===== config.mk =====
export PLATFORM = sky130hd
export DESIGN_NAME = mi4_front
export DESIGN_NICKNAME = d
export VERILOG_FILES = /design/src/mi4_pkg.sv /design/src/mi4_front.sv
export SDC_FILE = /design/constraint.sdc
export NUM_CORES = 1
export LEC_CHECK = 0
export ABC_AREA = 1
export ABC_CLOCK_PERIOD_IN_PS = 2650
export BUFFER_PORTS_ARGS = -buffer_cell sky130_fd_sc_hd__buf_2
export CORE_MARGIN = 5
export CORE_UTILIZATION = 25
export CTS_CLUSTER_DIAMETER = 100
export DETAILED_ROUTE_END_ITERATION = 10
export SETUP_SLACK_MARGIN = 0.3
export SLEW_MARGIN = 20
export SYNTH_ARGS = -nofsm -noshare
export SYNTH_HDL_FRONTEND = slang
export SYNTH_SLANG_ARGS = --single-unit

===== constraint.sdc =====
create_clock -name clock -period 2.65 [get_ports clock]
set_clock_uncertainty 0.1 [all_clocks]
set_input_delay 0.1325 -clock clock [delete_from_list [all_inputs] [get_ports clock]]
set_output_delay 0.1325 -clock clock [all_outputs]
set_load 0.03 [all_outputs]

===== src/mi4_pkg.sv =====
// Shared types, constants and the multiply-accumulate program of the 4x4 inverter.
// No dependencies; imported by every module of the block.
`timescale 1ns / 1ps
`default_nettype none
package mi4_pkg;

   localparam int unsigned ELEM_WIDTH_DEF = 32;
   localparam int unsigned FRAC_BITS_DEF  = 16;
   localparam int unsigned QUEUE_DEPTH    = 4;
   localparam int unsigned NUM_OPS        = 76;
   localparam int unsigned STEP_BITS      = 7;

   typedef enum logic [1:0] {
      SRC_ELEM,
      SRC_DET2,
      SRC_COF
   } src_type;

   typedef enum logic [1:0] {
      DST_DET2,
      DST_COF,
      DST_DET
   } dst_type;

   typedef struct packed {
      logic [3:0] a_idx;
      src_type    b_src;
      logic [3:0] b_idx;
      logic       neg;
      logic       first;
      logic       last;
      dst_type    dst;
      logic [3:0] dst_idx;
   } op_type;

   typedef struct packed {
      logic       valid;
      logic [3:0] idx;
   } q_head_type;

   typedef enum logic [2:0] {
      ST_FILL,
      ST_OPA,
      ST_OPB,
      ST_MUL,
      ST_PREP,
      ST_DIV_WAIT,
      ST_OUT
   } back_state_type;

   // 2x2 determinant slot: row pair rp (0: rows 0/1, 1: rows 2/3), columns x < y
   function automatic logic [3:0] det2_index(input int rp, input int x, input int y);
      int n;
      logic [3:0] r;
      n = 0;
      r = '0;
      for (int c1 = 0; c1 < 4; c1++) begin
         for (int c2 = c1 + 1; c2 < 4; c2++) begin
            if (c1 == x && c2 == y) begin
               r = 4'(rp * 6 + n);
            end
            n++;
         end
      end
      return r;
   endfunction

   // 24 terms of 2x2 minors, 48 cofactor terms, 4 determinant terms
   function automatic op_type op_entry(input logic [STEP_BITS-1:0] step);
      op_type o;
      int n;
      int cnt;
      int ru;
      int p;
      int x;
      int y;
      o = '{a_idx: '0, b_src: SRC_ELEM, b_idx: '0, neg: 1'b0, first: 1'b0,
            last: 1'b0, dst: DST_DET2, dst_idx: '0};
      n = 0;
      for (int rp = 0; rp < 2; rp++) begin
         cnt = 0;
         for (int c1 = 0; c1 < 4; c1++) begin
            for (int c2 = c1 + 1; c2 < 4; c2++) begin
               for (int t = 0; t < 2; t++) begin
                  if (n == int'(step)) begin
                     ru = 2 * rp;
                     o.b_src   = SRC_ELEM;
                     o.dst     = DST_DET2;
                     o.dst_idx = 4'(rp * 6 + cnt);
                     if (t == 0) begin
                        o.a_idx = 4'(ru * 4 + c1);
                        o.b_idx = 4'((ru + 1) * 4 + c2);
                        o.neg   = 1'b0;
                        o.first = 1'b1;
                        o.last  = 1'b0;
                     end else begin
                        o.a_idx = 4'(ru * 4 + c2);
                        o.b_idx = 4'((ru + 1) * 4 + c1);
                        o.neg   = 1'b1;
                        o.first = 1'b0;
                        o.last  = 1'b1;
                     end
                  end
                  n++;
               end
               cnt++;
            end
         end
      end
      for (int r = 0; r < 4; r++) begin
         for (int c = 0; c < 4; c++) begin
            p = 0;
            for (int k = 0; k < 4; k++) begin
               if (k != c) begin
                  x = -1;
                  y = -1;
                  for (int m = 0; m < 4; m++) begin
                     if (m != c && m != k) begin
                        if (x < 0) x = m;
                        else y = m;
                     end
                  end
                  if (n == int'(step)) begin
                     o.a_idx   = 4'((r ^ 1) * 4 + k);
                     o.b_src   = SRC_DET2;
                     o.b_idx   = det2_index((r < 2) ? 1 : 0, x, y);
                     o.neg     = ((p + r + c) % 2) != 0;
                     o.first   = (p == 0);
                     o.last    = (p == 2);
                     o.dst     = DST_COF;
                     o.dst_idx = 4'(r * 4 + c);
                  end
                  n++;
                  p++;
               end
            end
         end
      end
      for (int c = 0; c < 4; c++) begin
         if (n == int'(step)) begin
            o.a_idx   = 4'(c);
            o.b_src   = SRC_COF;
            o.b_idx   = 4'(c);
            o.neg     = 1'b0;
            o.first   = (c == 0);
            o.last    = (c == 3);
            o.dst     = DST_DET;
            o.dst_idx = '0;
         end
         n++;
      end
      return o;
   endfunction

endpackage
`default_nettype wire


===== src/mi4_front.sv =====
// Input side: element counter and short queue of tagged elements towards the back end.
// Depends on mi4_pkg.
`timescale 1ns / 1ps
`default_nettype none
module mi4_front #(
   parameter int unsigned ELEM_WIDTH = mi4_pkg::ELEM_WIDTH_DEF
) (
   input  wire                           clock,
   input  wire                           reset,
   input  wire                           push,
   output logic                          full,
   input  wire  signed [ELEM_WIDTH-1:0]  req_element,
   output mi4_pkg::q_head_type           head,
   output logic signed [ELEM_WIDTH-1:0]  head_element,
   input  wire                           head_pop
);
   import mi4_pkg::*;

   localparam int unsigned DEPTH = QUEUE_DEPTH;
   localparam int unsigned PW    = $clog2(DEPTH);
   localparam int unsigned CNTW  = $clog2(DEPTH + 1);

   logic signed [ELEM_WIDTH-1:0] elem_q_ff [DEPTH];
   logic [3:0]                   idx_q_ff  [DEPTH];
   logic [PW-1:0]                wr_ptr_ff, wr_ptr_in;
   logic [PW-1:0]                rd_ptr_ff, rd_ptr_in;
   logic [CNTW-1:0]              count_ff, count_in;
   logic [3:0]                   load_count_ff, load_count_in;
   logic                         accept;
   logic                         take;

   assign full         = (count_ff == CNTW'(DEPTH));
   assign accept       = push && !full;
   assign take         = head_pop && head.valid;
   assign head.valid   = (count_ff != '0);
   assign head.idx     = idx_q_ff[rd_ptr_ff];
   assign head_element = elem_q_ff[rd_ptr_ff];

   always_comb begin
      wr_ptr_in     = accept ? PW'(wr_ptr_ff + 1'b1) : wr_ptr_ff;
      rd_ptr_in     = take ? PW'(rd_ptr_ff + 1'b1) : rd_ptr_ff;
      load_count_in = accept ? 4'(load_count_ff + 1'b1) : load_count_ff;
      count_in      = count_ff;
      if (accept && !take) count_in = CNTW'(count_ff + 1'b1);
      else if (take && !accept) count_in = CNTW'(count_ff - 1'b1);
   end

   always_ff @(posedge clock) begin
      if (reset) begin
         wr_ptr_ff     <= '0;
         rd_ptr_ff     <= '0;
         count_ff      <= '0;
         load_count_ff <= '0;
      end else begin
         wr_ptr_ff     <= wr_ptr_in;
         rd_ptr_ff     <= rd_ptr_in;
         count_ff      <= count_in;
         load_count_ff <= load_count_in;
      end
   end

   always_ff @(posedge clock) begin
      if (accept) begin
         elem_q_ff[wr_ptr_ff] <= req_element;
         idx_q_ff[wr_ptr_ff]  <= load_count_ff;
      end
   end

`ifndef NO_ASSERTIONS
   a_count_bound: assert property (@(posedge clock) disable iff (reset)
      count_ff <= CNTW'(DEPTH))
      else $error("queue over-filled");
   a_count_up: assert property (@(posedge clock) disable iff (reset)
      (accept && !take) |=> count_ff == CNTW'($past(count_ff) + 1'b1))
      else $error("queue count missed a transfer");
   a_wrap: assert property (@(posedge clock) disable iff (reset)
      (accept && load_count_ff == 4'hF) |=> load_count_ff == '0)
      else $error("element counter did not wrap");
`endif

endmodule
`default_nettype wire


==> results by group <==
Status
  • Status: complete, no violations

STA
  • Final period utilization: 81.8%
  • Fin. Hold Viols: 0
  • Slew margin rel.: 58.9%
  • Worst Hold Slack: 368 ps
  • F_max: 0.461 GHz
  • Setup violation total in the final timing report: 0
  • Transition time at the pin with the least slew margin: 615 ps
  • Total negative slack for setup checks: 0 ps
  • RSZ-0062 raised after global routing: true
  • Count of final max-slew check failures: 0
  • Time the worst path needs with I/O delays and setup: 2170 ps

Synthesis
  • Parity-gate share of the synthesized area counting xor and xnor cells: 0.145%
  • Dominant register cell in the synthesized netlist: sky130_fd_sc_hd__edfxtp_1
  • Portion of synthesized cell area occupied by the leading cell type: 71.7%
  • Share of synthesized cell area in full adder, half adder and majority cells: 1.58%
  • Multiplexer area fraction after synthesis: 0%
  • Yosys top cell by area: sky130_fd_sc_hd__edfxtp_1
  • Post-synthesis cell type count: 25
  • Synth Area in Compound Gates: 10.8%
  • Most instantiated library cell after synthesis: sky130_fd_sc_hd__edfxtp_1
  • Share of synthesized area occupied by flip-flops and latches: 76.0%
  • Combinational family with the most area after synthesis: compound AO/OA/AOI/OAI gates
  • Post-synthesis cell count: 443
  • Synthesized area per cell: 13.6 sq um
  • Basic-gate share of the synthesized area counting and, or, nand and nor cells: 8.05%
  • Post-synthesis async set-or-reset flop share: 0%
  • Largest cells by area after synthesis: sky130_fd_sc_hd__edfxtp_1 (72%), sky130_fd_sc_hd__nor2_1 (5.5%), sky130_fd_sc_hd__dfxtp_1 (4.3%)
  • Post-synthesis net count: 486
  • Flops & latches, synth: 157
  • Post-synth design cell area: 0.00603 sq mm
  • Most used standard cells in the synthesized netlist: sky130_fd_sc_hd__edfxtp_1 (144), sky130_fd_sc_hd__nor2_1 (89), sky130_fd_sc_hd__o21ai_0 (39)
  • Number of enable flip-flop cells after synthesis: 144
  • Number of warnings printed during yosys synthesis: 0

Floorplanning
  • Vertical extent of the die: 165 microns
  • Floorplan Core Area: 0.0236 sq mm
  • Standard-cell rows: 56
  • Floorplan die width: 165 microns
  • Die area: 0.0273 sq mm
  • Number of ports placed on the die boundary: 74
  • Starting density of the core: 25.5%

Layout
  • Layout cells sized above 1: 22.5%
  • Layout-stage area growth over the synthesis result: 29.1%
  • Final std cell area, no fill: 0.00779 sq mm
  • Count of filler cells inserted in the layout: 2358
  • ANT cells: 0
  • Nets: 598

Drt
  • Routed Antenna Nets: 0
  • Per-cell via count in the routed design: 4.24
  • Average routed wire per standard cell: 15.0 microns
  • DR DRC count: 0
  • Total vias in the final route: 3761
  • Drt total wl: 13.3 mm
  • DRT Pass-1 Iters: 4
  • Iteration-0 DRC Markers: 186

Worst setup path
  • Capturing point of the worst reg2reg path: count_ff[2]$_SDFFE_PP0P_
  • Worst r2r path cells: 11
  • Startpoint of the lowest-slack register-to-register path: count_ff[0]$_SDFFE_PP0P_
  • CP endpoint kind: output port
  • Cell-by-cell listing of the critical path: clkbuf_8, o21ai_0, o22ai_1, buf_2
  • Start-to-end type of the worst setup path: reg -> out
  • Worst Setup EP: head[2]
  • CP Data Required Time: 2420 ps
  • Crit path max fanout: 72
  • Startpoint class of the critical path: register
  • Data arrival time of the critical path: 1930 ps
  • R2R Setup Slk: 710 ps
  • Maximum cell stage delay along the critical path: 440 ps
  • Cell with the largest stage delay on the worst path: sky130_fd_sc_hd__clkbuf_8

Global routing
  • Total Routing Usage GR: 10.1%
  • Number of antenna violations at the first check in global routing: 1
  • Maximum number of pins on one net before global-route repair: 73
  • Remaining global-route overflow: 0
  • Global-route wire length before repair: 20.7 mm
  • Vias in the first global route: 3838

Clock network
  • Clock insertion delay at the later pin of the skew report: 410 ps
  • Maximum number of buffers from clock root to sink: 2
  • Clock-pin slew on the worst setup and hold paths: 60 ps
  • CTS tree: yes
  • H-tree level count: 4
  • Number of sinks driven by the clock tree: 157
  • Clock buffer count from CTS: 17
  • Cell at the root of the clock tree: sky130_fd_sc_hd__clkbuf_16

Power and ir drop
  • Leakage power: 0.00274 uW
  • Power per standard cell area: 1000 mW/mm^2
  • Largest voltage drop on the vdd net: 0.551 mV
  • Tot Pwr: 7820 uW

Min path
  • Worst min-delay path class: in -> reg

Placement
  • Total cell area at the placement stage: 0.00680 sq mm
  • Count of port buffers added during placement: 73
  • Global placement routability congestion: 0.724
  • Dpl hpwl: 7.40 mm

Run
  • Max-capacitance violation count: 0
## repair_timing
action	in CTS	in global routing
hold endpoints to repair	135	0
pin swaps	0	0
buffers inserted	0	0
hold buffers	35	0
resized for setup	1	2
setup endpoints to repair	2	6
gates cloned	0	0
## power by group
part	internal [uW]	switching [uW]	leakage, uW
Sequential	3020	114	0.00144
Clock	1630	921	0.000293
Combinational	605	1530	0.00101
Total	5250	2570	0.00274
## stage by stage
step	utilization [%]	worst slack, ps	instances
3_5_place_dp	28.8	712	820
2_1_floorplan	-	-77.7	443
4_1_cts	33.0	349	887
3_3_place_gp	28.8	748	820
6_report	33.0	483	887
5_1_grt	33.0	275	887
## worst max-delay path: cells and delay by family, from the launching register on
family / cells / cell delay, ps
DFF: 1 / 370
buffers and inverters: 2 / 690
AOI/OAI and AO/OA: 2 / 460
## per-layer routing
layer,global-route usage [%],wire length [microns],vias to the layer above
li1,-,-,1848
met1,12.1,5710,1810
met4,3.56,180,2
met3,2.98,675,18
met2,17.3,6740,83
met5,0,11,-
## placed cells by master (no fill, tap or decap), drive strengths merged
cell / synthesis / routed
buf: 22 / 79
o22ai: 36 / 36
nor2: 90 / 90
inv: 18 / 18
nand2: 23 / 23
dlygate4sd3: 0 / 35
dfxtp: 13 / 13
clkinv: 1 / 3
fa: 1 / 1
a21oi: 5 / 5
ha: 6 / 6
xor2: 1 / 1
nand3: 5 / 5
bufinv: 0 / 4
o21ai: 76 / 76
clkbuf: 0 / 23
edfxtp: 144 / 144
a21boi: 1 / 1
clkinvlp: 0 / 4
nand4: 1 / 1
## worst min-delay path by stage
stage | start | to | slack, ps | cells after the start
final | req_element[27] | elem_q_ff[3][27]$_DFFE_PP_ | 370 | 2
after global routing | req_element[27] | elem_q_ff[3][27]$_DFFE_PP_ | 360 | 2
after global placement | req_element[13] | elem_q_ff[2][13]$_DFFE_PP_ | 250 | 1
after detailed placement | req_element[25] | elem_q_ff[0][25]$_DFFE_PP_ | 250 | 1
after CTS | req_element[27] | elem_q_ff[3][27]$_DFFE_PP_ | 350 | 2
after floorplan | reset | load_count_ff[3]$_SDFFE_PP0P_ | 90 | 1
## cells by family (layout without fill, tap and decap cells)
group / after synthesis / in the layout
and+or+nand+nor: 119 / 119
DFF: 157 / 157
xor gates and xnor gates: 1 / 1
AOI/OAI and AO/OA: 118 / 118
adders and majority gates: 7 / 7
buffers and inverters: 41 / 166
## state kept, by name (all words and copies together), names as in the netlist, named ones only
signal	cells
idx_q_ff	16
load_count_ff	4
wr_ptr_ff	2
rd_ptr_ff	2
elem_q_ff	128
count_ff	3
## cell type report
cell class	count	area (sq um)	share of cell area (%)
clock inverter	10	164	2.10
tap	319	399	5.12
inverter	19	77.6	0.996
clock buffer	22	464	5.96
multi-input combinational	245	1270	16.3
timing repair buffer	115	825	10.6
sequential	157	4590	58.9
Note: power is estimated with default switching activity, not from simulation.
